File: src/hw/rtl/skf_pkg.sv
// Package for the scalar Kalman filter: fixed-point formats, register map,
// command and status types shared by the controller, datapath and registers.
// Depends on nothing.
package skf_pkg;

  localparam int FRAC_BITS = 16;
  localparam int DATA_W    = 32;
  localparam int NOISE_W   = 16;
  localparam int ADDR_W    = 3;
  localparam int PDATA_W   = 32;

  localparam int GAIN_W    = FRAC_BITS + 1;
  localparam int DEN_W     = DATA_W + 1;
  localparam int REM_W     = DEN_W + 1;
  localparam int DIV_STEPS = GAIN_W;
  localparam int CNT_W     = $clog2(DIV_STEPS);
  localparam int PROD_C_W  = DATA_W + 1 + GAIN_W + 1;
  localparam int PROD_P_W  = DATA_W + GAIN_W;

  localparam int NOISE_SHL = (FRAC_BITS >= NOISE_W) ? FRAC_BITS - NOISE_W : 0;
  localparam int NOISE_SHR = (FRAC_BITS < NOISE_W) ? NOISE_W - FRAC_BITS : 0;

  localparam logic [GAIN_W-1:0] ONE      = GAIN_W'(1) << FRAC_BITS;
  localparam logic [DATA_W-1:0] P_RESET  = DATA_W'(1) << FRAC_BITS;
  localparam logic [NOISE_W-1:0] Q_RESET = NOISE_W'(655);
  localparam logic [NOISE_W-1:0] R_RESET = NOISE_W'(6554);

  localparam logic REG_PROCESS_NOISE = 1'b0;
  localparam logic REG_MEASURE_NOISE = 1'b1;

  typedef logic signed [DATA_W-1:0] data_t;

  typedef struct packed {
    logic [NOISE_W-1:0] process_noise;
    logic [NOISE_W-1:0] measure_noise;
  } cfg_t;

  typedef struct packed {
    logic load;
    logic div_init;
    logic div_step;
    logic mult;
    logic finish;
    logic push;
  } cmd_t;

  typedef struct packed {
    logic out_busy;
  } status_t;

  function automatic logic [DATA_W-1:0] noise_to_frac(input logic [NOISE_W-1:0] v);
    return (DATA_W'(v) << NOISE_SHL) >> NOISE_SHR;
  endfunction

endpackage

File: src/hw/rtl/skf_channels.sv
// Valid/ready channel interfaces for the scalar Kalman filter input and output.
// Depends on skf_pkg.
interface skf_in_if;
  logic valid;
  logic ready;
  skf_pkg::data_t measured;
  skf_pkg::data_t predicted;

  modport source (output valid, output measured, output predicted, input ready);
  modport sink (input valid, input measured, input predicted, output ready);
endinterface

interface skf_out_if;
  logic valid;
  logic ready;
  skf_pkg::data_t estimate;

  modport source (output valid, output estimate, input ready);
  modport sink (input valid, input estimate, output ready);
endinterface

File: src/hw/rtl/skf_regs.sv
// APB-style configuration registers holding the process and measurement noise.
// Depends on skf_pkg.
module skf_regs (
  input  logic                        clk,
  input  logic                        rst,
  input  logic                        psel,
  input  logic                        penable,
  input  logic                        pwrite,
  input  logic [skf_pkg::ADDR_W-1:0]  paddr,
  input  logic [skf_pkg::PDATA_W-1:0] pwdata,
  output logic [skf_pkg::PDATA_W-1:0] prdata,
  output logic                        pready,
  output skf_pkg::cfg_t               cfg
);
  import skf_pkg::*;

  logic wr_en;
  logic reg_sel;

  assign pready  = 1'b1;
  assign reg_sel = paddr[2];
  assign wr_en   = psel && penable && pwrite;

  always_ff @(posedge clk) begin
    if (rst) begin
      cfg.process_noise <= Q_RESET;
      cfg.measure_noise <= R_RESET;
    end else if (wr_en) begin
      case (reg_sel)
        REG_PROCESS_NOISE: cfg.process_noise <= pwdata[NOISE_W-1:0];
        REG_MEASURE_NOISE: cfg.measure_noise <= pwdata[NOISE_W-1:0];
        default: ;
      endcase
    end
  end

  always_comb begin
    case (reg_sel)
      REG_PROCESS_NOISE: prdata = PDATA_W'(cfg.process_noise);
      REG_MEASURE_NOISE: prdata = PDATA_W'(cfg.measure_noise);
      default:           prdata = '0;
    endcase
  end

endmodule

File: src/hw/rtl/skf_ctrl.sv
// Controller state machine sequencing one filter update through the datapath.
// Depends on skf_pkg.
module skf_ctrl (
  input  logic             clk,
  input  logic             rst,
  input  logic             in_valid,
  output logic             in_ready,
  input  skf_pkg::status_t status,
  output skf_pkg::cmd_t    cmd
);
  import skf_pkg::*;

  typedef enum logic [5:0] {
    S_IDLE = 6'b000001,
    S_DEN  = 6'b000010,
    S_DIV  = 6'b000100,
    S_MUL  = 6'b001000,
    S_FIN  = 6'b010000,
    S_OUT  = 6'b100000
  } state_t;

  state_t           state;
  state_t           state_next;
  logic [CNT_W-1:0] cnt;
  logic             div_last;

  assign in_ready = (state == S_IDLE);
  assign div_last = (cnt == CNT_W'(DIV_STEPS - 1));

  always_comb begin
    state_next   = state;
    cmd          = '0;
    case (state)
      S_IDLE: begin
        if (in_valid) begin
          cmd.load   = 1'b1;
          state_next = S_DEN;
        end
      end
      S_DEN: begin
        cmd.div_init = 1'b1;
        state_next   = S_DIV;
      end
      S_DIV: begin
        cmd.div_step = 1'b1;
        if (div_last) begin
          state_next = S_MUL;
        end
      end
      S_MUL: begin
        cmd.mult   = 1'b1;
        state_next = S_FIN;
      end
      S_FIN: begin
        cmd.finish = 1'b1;
        state_next = S_OUT;
      end
      S_OUT: begin
        if (!status.out_busy) begin
          cmd.push   = 1'b1;
          state_next = S_IDLE;
        end
      end
      default: state_next = S_IDLE;
    endcase
  end

  always_ff @(posedge clk) begin
    if (rst) begin
      state <= S_IDLE;
      cnt   <= '0;
    end else begin
      state <= state_next;
      if (state == S_DIV) begin
        cnt <= div_last ? '0 : cnt + CNT_W'(1);
      end else begin
        cnt <= '0;
      end
    end
  end

endmodule

File: src/hw/rtl/skf_datapath.sv
// Datapath: covariance prediction, restoring gain divider, the two products,
// estimate saturation, covariance state and the output register.
// Depends on skf_pkg.
module skf_datapath (
  input  logic             clk,
  input  logic             rst,
  input  skf_pkg::cmd_t    cmd,
  input  skf_pkg::cfg_t    cfg,
  input  skf_pkg::data_t   measured,
  input  skf_pkg::data_t   predicted,
  input  logic             out_ready,
  output logic             out_valid,
  output skf_pkg::data_t   estimate,
  output skf_pkg::status_t status
);
  import skf_pkg::*;

  localparam logic [DATA_W-1:0] EST_MAX = {1'b0, {(DATA_W-1){1'b1}}};
  localparam logic [DATA_W-1:0] EST_MIN = {1'b1, {(DATA_W-1){1'b0}}};

  data_t                       z_r;
  data_t                       x_r;
  logic [DATA_W-1:0]           cov;
  logic [DATA_W-1:0]           pp_r;
  logic [DEN_W-1:0]            den_r;
  logic [REM_W-1:0]            rem_r;
  logic [GAIN_W-1:0]           q_r;
  logic signed [PROD_C_W-1:0]  prod_c_r;
  logic [PROD_P_W-1:0]         prod_p_r;
  data_t                       est_r;

  logic [DATA_W:0]             pp_sum;
  logic [DATA_W-1:0]           pp_sat;
  logic                        ge;
  logic [REM_W-1:0]            rem_sub;
  logic [GAIN_W-1:0]           gain;
  logic signed [DATA_W:0]      diff;
  logic signed [PROD_C_W-1:0]  rounded;
  logic signed [PROD_C_W-1:0]  corr;
  logic signed [PROD_C_W-1:0]  est_sum;
  logic [PROD_C_W-DATA_W:0]    est_hi;
  logic [DATA_W-1:0]           est_sat;

  assign pp_sum  = {1'b0, cov} + {1'b0, noise_to_frac(cfg.process_noise)};
  assign pp_sat  = pp_sum[DATA_W] ? {DATA_W{1'b1}} : pp_sum[DATA_W-1:0];

  assign ge      = (rem_r >= REM_W'(den_r));
  assign rem_sub = ge ? rem_r - REM_W'(den_r) : rem_r;

  assign gain    = (den_r == '0) ? '0 : q_r;
  assign diff    = $signed({z_r[DATA_W-1], z_r}) - $signed({x_r[DATA_W-1], x_r});

  assign rounded = prod_c_r + $signed(PROD_C_W'(ONE >> 1));
  assign corr    = rounded >>> FRAC_BITS;
  assign est_sum = $signed({{(PROD_C_W-DATA_W){x_r[DATA_W-1]}}, x_r}) + corr;
  assign est_hi  = est_sum[PROD_C_W-1:DATA_W-1];

  always_comb begin
    if ((&est_hi) || !(|est_hi)) begin
      est_sat = est_sum[DATA_W-1:0];
    end else if (est_sum[PROD_C_W-1]) begin
      est_sat = EST_MIN;
    end else begin
      est_sat = EST_MAX;
    end
  end

  assign status.out_busy = out_valid && !out_ready;

  always_ff @(posedge clk) begin
    if (cmd.load) begin
      z_r  <= measured;
      x_r  <= predicted;
      pp_r <= pp_sat;
    end
    if (cmd.div_init) begin
      den_r <= {1'b0, pp_r} + DEN_W'(noise_to_frac(cfg.measure_noise));
      rem_r <= REM_W'(pp_r);
      q_r   <= '0;
    end else if (cmd.div_step) begin
      rem_r <= {rem_sub[REM_W-2:0], 1'b0};
      q_r   <= {q_r[GAIN_W-2:0], ge};
    end
    if (cmd.mult) begin
      prod_c_r <= PROD_C_W'(diff) * PROD_C_W'($signed({1'b0, gain}));
      prod_p_r <= PROD_P_W'(ONE - gain) * PROD_P_W'(pp_r);
    end
    if (cmd.finish) begin
      est_r <= est_sat;
    end
    if (cmd.push) begin
      estimate <= est_r;
    end
  end

  always_ff @(posedge clk) begin
    if (rst) begin
      cov       <= P_RESET;
      out_valid <= 1'b0;
    end else begin
      if (cmd.finish) begin
        cov <= prod_p_r[FRAC_BITS +: DATA_W];
      end
      if (cmd.push) begin
        out_valid <= 1'b1;
      end else if (out_ready) begin
        out_valid <= 1'b0;
      end
    end
  end

endmodule

File: src/hw/rtl/scalar_kalman_filter_top.sv
// Scalar Kalman filter top level: APB-style noise registers, controller and
// datapath joined by command and status structs.
// Depends on skf_pkg, skf_channels, skf_regs, skf_ctrl and skf_datapath.
//
// The input channel carries a measured and a predicted value in signed Q16.16;
// each transfer yields one transfer on the output channel with the filtered
// estimate, saturated to the signed 32-bit range. The APB port sets the process
// noise (address 0) and measurement noise (address 4), both unsigned Q0.16.
// Each item passes through these steps in order: accepting it and forming the
// predicted covariance, forming the divider denominator, 17 iterations of
// the restoring divider that produces the gain one bit per cycle, the two
// multiplications, rounding and saturation, and loading the output register.
// The result becomes valid in the same cycle in which a new input can first
// be accepted, while the result may still wait in the output register. If the
// receiver stalls with a result still held, the next result waits inside the
// block and no further input is accepted.
// Reset sets the covariance to 1.0, the noise registers to their defaults
// (0.01 and 0.1), and empties the output register.
module scalar_kalman_filter_top (
  input  logic                        clk,
  input  logic                        rst,
  skf_in_if.sink                      in_ch,
  skf_out_if.source                   out_ch,
  input  logic                        psel,
  input  logic                        penable,
  input  logic                        pwrite,
  input  logic [skf_pkg::ADDR_W-1:0]  paddr,
  input  logic [skf_pkg::PDATA_W-1:0] pwdata,
  output logic [skf_pkg::PDATA_W-1:0] prdata,
  output logic                        pready
);
  import skf_pkg::*;

  cfg_t    cfg;
  cmd_t    cmd;
  status_t status;

  skf_regs u_regs (
    .clk     (clk),
    .rst     (rst),
    .psel    (psel),
    .penable (penable),
    .pwrite  (pwrite),
    .paddr   (paddr),
    .pwdata  (pwdata),
    .prdata  (prdata),
    .pready  (pready),
    .cfg     (cfg)
  );

  skf_ctrl u_ctrl (
    .clk      (clk),
    .rst      (rst),
    .in_valid (in_ch.valid),
    .in_ready (in_ch.ready),
    .status   (status),
    .cmd      (cmd)
  );

  skf_datapath u_datapath (
    .clk       (clk),
    .rst       (rst),
    .cmd       (cmd),
    .cfg       (cfg),
    .measured  (in_ch.measured),
    .predicted (in_ch.predicted),
    .out_ready (out_ch.ready),
    .out_valid (out_ch.valid),
    .estimate  (out_ch.estimate),
    .status    (status)
  );

endmodule
File: src/flat_wrapper.sv
// flat-port wrapper written by rule: the top's interface ports become plain ports
module scalar_kalman_filter_top_flat import skf_pkg::*;
  (clk, rst, psel, penable, pwrite, paddr, pwdata, prdata, pready, in_ch_valid, in_ch_measured, in_ch_predicted, in_ch_ready, out_ch_valid, out_ch_estimate, out_ch_ready);
  skf_in_if in_ch_i ();
  skf_out_if out_ch_i ();
  input  logic clk;
  input  logic rst;
  input  logic psel;
  input  logic penable;
  input  logic pwrite;
  input  logic [skf_pkg::ADDR_W-1:0] paddr;
  input  logic [skf_pkg::PDATA_W-1:0] pwdata;
  output logic [skf_pkg::PDATA_W-1:0] prdata;
  output logic pready;
  input wire logic [$bits(in_ch_i.valid)-1:0] in_ch_valid;
  input wire logic [$bits(in_ch_i.measured)-1:0] in_ch_measured;
  input wire logic [$bits(in_ch_i.predicted)-1:0] in_ch_predicted;
  output wire logic [$bits(in_ch_i.ready)-1:0] in_ch_ready;
  output wire logic [$bits(out_ch_i.valid)-1:0] out_ch_valid;
  output wire logic [$bits(out_ch_i.estimate)-1:0] out_ch_estimate;
  input wire logic [$bits(out_ch_i.ready)-1:0] out_ch_ready;
  assign in_ch_i.valid = in_ch_valid;
  assign in_ch_i.measured = in_ch_measured;
  assign in_ch_i.predicted = in_ch_predicted;
  assign in_ch_ready = in_ch_i.ready;
  assign out_ch_valid = out_ch_i.valid;
  assign out_ch_estimate = out_ch_i.estimate;
  assign out_ch_i.ready = out_ch_ready;
  scalar_kalman_filter_top u_core (.clk(clk), .rst(rst), .in_ch(in_ch_i), .out_ch(out_ch_i), .psel(psel), .penable(penable), .pwrite(pwrite), .paddr(paddr), .pwdata(pwdata), .prdata(prdata), .pready(pready));
endmodule
File: config.mk
export PLATFORM = sky130hd
export DESIGN_NAME = scalar_kalman_filter_top_flat
export DESIGN_NICKNAME = d
export VERILOG_FILES = /design/src/hw/rtl/skf_pkg.sv /design/src/hw/rtl/skf_channels.sv /design/src/hw/rtl/skf_regs.sv /design/src/hw/rtl/skf_ctrl.sv /design/src/hw/rtl/skf_datapath.sv /design/src/hw/rtl/scalar_kalman_filter_top.sv /design/src/flat_wrapper.sv
export SDC_FILE = /design/constraint.sdc
export NUM_CORES = 2
export LEC_CHECK = 0
export BUFFER_PORTS_ARGS = -buffer_cell sky130_fd_sc_hd__buf_2
export CORE_AREA = 2 2 282 423
export CTS_BUF_LIST = sky130_fd_sc_hd__clkbuf_4 sky130_fd_sc_hd__clkbuf_8
export DETAILED_ROUTE_END_ITERATION = 8
export DIE_AREA = 0 0 284 425
export PLACE_DENSITY_LB_ADDON = 0.1
export SKIP_LAST_GASP = 1
export SLEW_MARGIN = 20
export SYNTH_ARGS = -nofsm -noshare
export SYNTH_HDL_FRONTEND = slang
export SYNTH_SLANG_ARGS = --single-unit
File: constraint.sdc
create_clock -name clk -period 24.4 [get_ports clk]
set_input_delay 2.44 -clock clk [delete_from_list [all_inputs] [get_ports clk]]
set_output_delay 2.44 -clock clk [all_outputs]
set_load 0.02 [all_outputs]
Yosys cells after proc, flatten, opt, wreduce, memory -nomap -nowiden:

Cells that the tools add are included.

* reduce and logical (&&, ||, !) cells: 15
* add/sub/neg operators: 8
* mux-type cells: 21
* multiply operators: 2
* magnitude comparators: 1
* bitwise gates (word level): 2
* equality and inequality tests: 10

Operator list (count)
* $mux 32: 4
* $add 32x16->33: 2
* $pmux 32 s2: 1
* $add 51x17->51 const B: 1
* $mul 33x18->51: 1
* $mul 18x33->48: 1
* $add 32x35->36: 1
* $pmux 6 s6: 1
* $ge 34x33->1: 1
* $logic_not 33->1: 1
* $mux 33: 1
* $sub 32x32->33: 1
* $sub 33x33->33: 1
* $reduce_and 20->1: 1
* $reduce_or 20->1: 1
* $mux 6: 3
* $sub 17x17->18 const A: 1
* $mux 17: 1
* $mux 1: 10
* $eq 6x1->1 const B: 1
* $eq 6x2->1 const B: 1
* $eq 6x3->1 const B: 1
* $eq 6x4->1 const B: 1
* $eq 6x5->1 const B: 1
* other kinds (12): 20

* bits of input ports: 106
* output and inout bits: 67
* word-level logic and storage cells: 76
* flip-flop bits (word level): 419

Depth between registers and ports, before layout:

* depth after elaboration: 6
* gate-level depth with buffers: 37
* mapped depth without buffers: 36

Modules after synthesis:

Synthesis repeated with hierarchy kept, for this count alone.

* cells, all modules: 6240
* area, all modules: 58139.5 um^2

By module, submodules not included
* skf_datapath: sequential area each 9839.4 um^2, area each 55867.3 um^2, instances 1, cells each 6007
* skf_regs: sequential area each 640.6 um^2, area each 1685.4 um^2, instances 1, cells each 169
* skf_ctrl: sequential area each 220.2 um^2, area each 586.8 um^2, instances 1, cells each 64

Worst setup path before layout:

Ideal clock, no wire load.

* path type: register to register
* start point: register u_core.u_datapath.den_r[1]
* end point: register u_core.u_datapath.prod_p_r[44], data pin
* slack: 15320 ps
* cell stages (with the launch flop): 37
* required time: 24141 ps
* clock period less this slack: 9080 ps
* library setup time: 259 ps
* path buffers: 5
* arrival: 8821 ps
* cell sequence: edfxtp_1 > nor4_1 > nand4_1 > or4_4 > buf_2 > and2_1 > clkbuf_1 > inv_1 > ha_1 > clkbuf_1 > buf_1 > o21ai_0 > a22oi_1 > clkbuf_1 > nand2_1 > fa_1 > inv_1 > fa_1 > inv_1 > fa_1 > inv_1 > fa_1 > inv_1 > fa_1 > inv_1 > fa_1 > ha_1 > a21o_1 > a21o_1 > a21oi_1 > nand2_1 > o2111ai_4 > o211ai_4 > o41ai_4 > o221ai_2 > a41oi_2 > xnor2_1

* cells in the longest elaborated chain, start to end: 4

RTL lines
* from (decl): RTL line skf_datapath.sv:25 `logic [DEN_W-1:0] den_r;`
* from (signal assigned): RTL line skf_datapath.sv:77 `den_r <= {1'b0, pp_r} + DEN_W'(noise_to_frac(cfg.measure_noise));`
* $logic_not 33->1: RTL line skf_datapath.sv:50 `assign gain = (den_r == '0) ? '0 : q_r;`
* $mux 17: RTL line skf_datapath.sv:50
* $sub 17x17->18: RTL line skf_datapath.sv:86 `prod_p_r <= PROD_P_W'(ONE - gain) * PROD_P_W'(pp_r);`
* $mul 18x33->48: RTL line skf_datapath.sv:86
* to (signal assigned): RTL line skf_datapath.sv:86
* to (decl): RTL line skf_datapath.sv:29 `logic [PROD_P_W-1:0] prod_p_r;`

No other way between the ends.
A chain may end at the register's enable or synchronous reset.

Worst setup path in the final report:

* start point: register u_core.u_datapath.den_r[1]
* end point: register u_core.u_datapath.prod_p_r[42], data pin

The elaborated chain is that of the path after synthesis.

==> flow_summary.ini <==
[status]
status = finished clean

[routing]
drt-pass1-iter-count = 7
routedWlPerCell_um = 20.4
route.vias.total = 43922
via_per_inst = 5.45
first_iter_violations = 2053
finalWirelength_mm = 165
drc = 0
final_antenna_net_count = 0

[clock_tree]
post-cts-setup-buffer-count = 0
cts_htree_levels = 3
cts_resized = 0
clockRootBuffer = clkbuf_8
clk_pin_slew_ps = 60
cts_tree = built
cts_sinks = 388
numCtsBuffers = 72
cts_hold_buf = 0
cts_max_path_buffers = 3
insertion_delay_ps = 750

[place]
io_buffer_count = 137
place_congestion = 0.907
pre_cts_ws_ps = 13010
dp_hpwl_mm = 132

[worst_setup_path]
path_max_fanout = 51
crit_type = reg2reg
reg2reg_from = u_core.u_datapath.den_r[1]
cpPeakStageDelay_ps = 840
r2r_slack_ps = 13010
required_ps = 24880
start_kind = register
startpoint = u_core.u_datapath.den_r[1]
critPathArrivalTime_ps = 11860
crit_path_end_kind = register
slowest_stage = or4_4

[final_layout]
fin_nets = 7963
drive_above_1_share = 0.0744
syn2layout_area_growth_pct = 7.31

[worst_hold_path]
hold_class = reg2reg
min_from = u_core.u_datapath.est_r[16]

[grt]
antenna_found_initial = 2
grt_first_pass_wirelength_mm = 261
grt_pass1_vias = 47149
grtUsageTotal = 0.281
overflow = 0
grt_max_degree = 70

[logic_synthesis]
synth_top_area_frac = 0.351
syn_inst = 6377
yosys_warnings = 0
async_flop_share = 0
synth_most_common_cell = inv_1
ys_ff_latch = 388
synth_area_leaders = fa_1 35%, edfxtp_1 15%, ha_1 8.4%
synth_ff_type = edfxtp_1
synthesis.area_sq_um = 58100
synth_cell_types = 90
synth_commonest_cells = 1251 x inv_1, 1018 x fa_1, 1014 x nand2_1
yosysTopAreaCell = fa_1
synth-edff-count = 293
syn_area_per_cell_sq_um = 9.11
ys_seq_area_frac = 0.184

[timing]
fmax_mhz = 87.8
drv_slew = 0
period_share = 0.467
setup_viol = 0
hold_viol_final = 0
finClkSkew_ps = 56.2
worst_slack_ps = 13010
relSlewSlack = 0.230
worstMarginPinSlew_ps = 1150
hold_ws_ps = 410
fin_tns_setup_ps = 0
rsz0062_at_grt = false
timing.final.crit_period_ps = 11390

[pwr]
pwr-share-clk = 0.112
comb_power_share = 0.733
power_density_nw_per_um2 = 98.1
leakage_nw = 28.9
internal-power_w = 0.00274
p_seq_frac = 0.155
p_sw_w = 0.00338
vdd_drop_max_v = 0.000426
switching_share = 0.552

[die]
initial_core_util = 0.496
io_pins = 173
die_h_um = 425
core.rowCount = 154
die_w_um = 284
fp.coreArea_sq_um = 117000
dieArea_sq_um = 121000

[job]
drv_cap = 0
-- cell usage in the layout (no fill, tap or decap), types with 129 or more instances in the layout --
cell type / instances
inv_1: 1249
fa_1: 1018
nand2_1: 1014
nor2_1: 436
ha_1: 391
edfxtp_1: 293
a21oi_1: 288
xnor2_1: 161
and2_1: 140
buf_2: 137
buf_4: 129
-- through the flow --
step / area (sq um) / util / power, W / instances
finish: 62400 / 0.532 / 0.00612 / 8066
global placement: 60800 / 0.519 / 0.00543 / 7933
global route: 62400 / 0.532 / 0.00659 / 8066
CTS: 62400 / 0.532 / 0.00618 / 8064
detailed placement: 60800 / 0.519 / 0.00545 / 7933
floorplan: 58200 / - / 0.00371 / 6392
-- cells by family after synthesis --
| kind of cell | after synthesis | share of synthesized area |
|---|---|---|
| AOI/OAI and AO/OA | 741 | 0.0821 |
| xor gates and xnor gates | 259 | 0.0390 |
| DFF | 388 | 0.184 |
| adders and majority gates | 1409 | 0.435 |
| and+or+nand+nor | 2001 | 0.152 |
| muxes | 36 | 0.00672 |
| other | 2 | 0.000129 |
| buffers and inverters | 1541 | 0.101 |
-- sequential cells by signal, summed over array words and instances, names as in the netlist, 6 cells and up --
register and cells:
u_core.u_ctrl.state 6, u_core.u_datapath.pp_r 32, u_core.u_datapath.z_r 32, u_core.u_regs.cfg 32, u_core.u_datapath.rem_r 34, u_core.u_datapath.den_r 33
u_core.u_datapath.q_r 17, u_core.u_datapath.x_r 32, u_core.u_datapath.estimate 32, u_core.u_datapath.est_r 32, u_core.u_datapath.prod_c_r 36, u_core.u_datapath.cov 32
u_core.u_datapath.prod_p_r 32
-- worst paths after layout --
path	end	cells after the start
max reg2reg	u_core.u_datapath.prod_p_r[42]	32
min	u_core.u_datapath.estimate[16]	0
min reg2reg	u_core.u_datapath.estimate[16]	0
max	u_core.u_datapath.prod_p_r[42]	32
-- power by group through the flow --
stage	combinational (W)	sequential (W)	clock, W
6_report	0.00449	0.000947	0.000686
5_1_grt	0.00491	0.000952	0.000728
4_1_cts	0.00453	0.000947	0.000703
3_5_place_dp	0.00449	0.000959	0
3_3_place_gp	0.00447	0.000959	0
2_1_floorplan	0.00275	0.000952	0
-- critical path, delay by kind of cell (launching register included) --
family | cells | cell delay [ps]
AOI/OAI and AO/OA | 8 | 2060
xor gates and xnor gates | 2 | 420
buffers and inverters | 7 | 1040
adders and majority gates | 8 | 4030
DFF | 1 | 480
and+or+nand+nor | 7 | 3000
-- routing by layer --
layer	track usage	wire, um	vias up
met2	0.551	91300	1111
li1	-	-	19987
met5	0	0	-
met1	0.289	57100	22385
met3	0.0269	6000	439
met4	0.158	10500	0
-- layout make-up --
type                       count  area, sq um
antenna                        1         2.50
clock buffer                 106         1310
clock inverter                25          234
fill                       11317        54800
inverter                    1256         4710
multi-input combinational   4463        41800
sequential                   388        10700
tap                         1560         1950
timing repair buffer         267         1670
(Power assumes the default switching activity.)
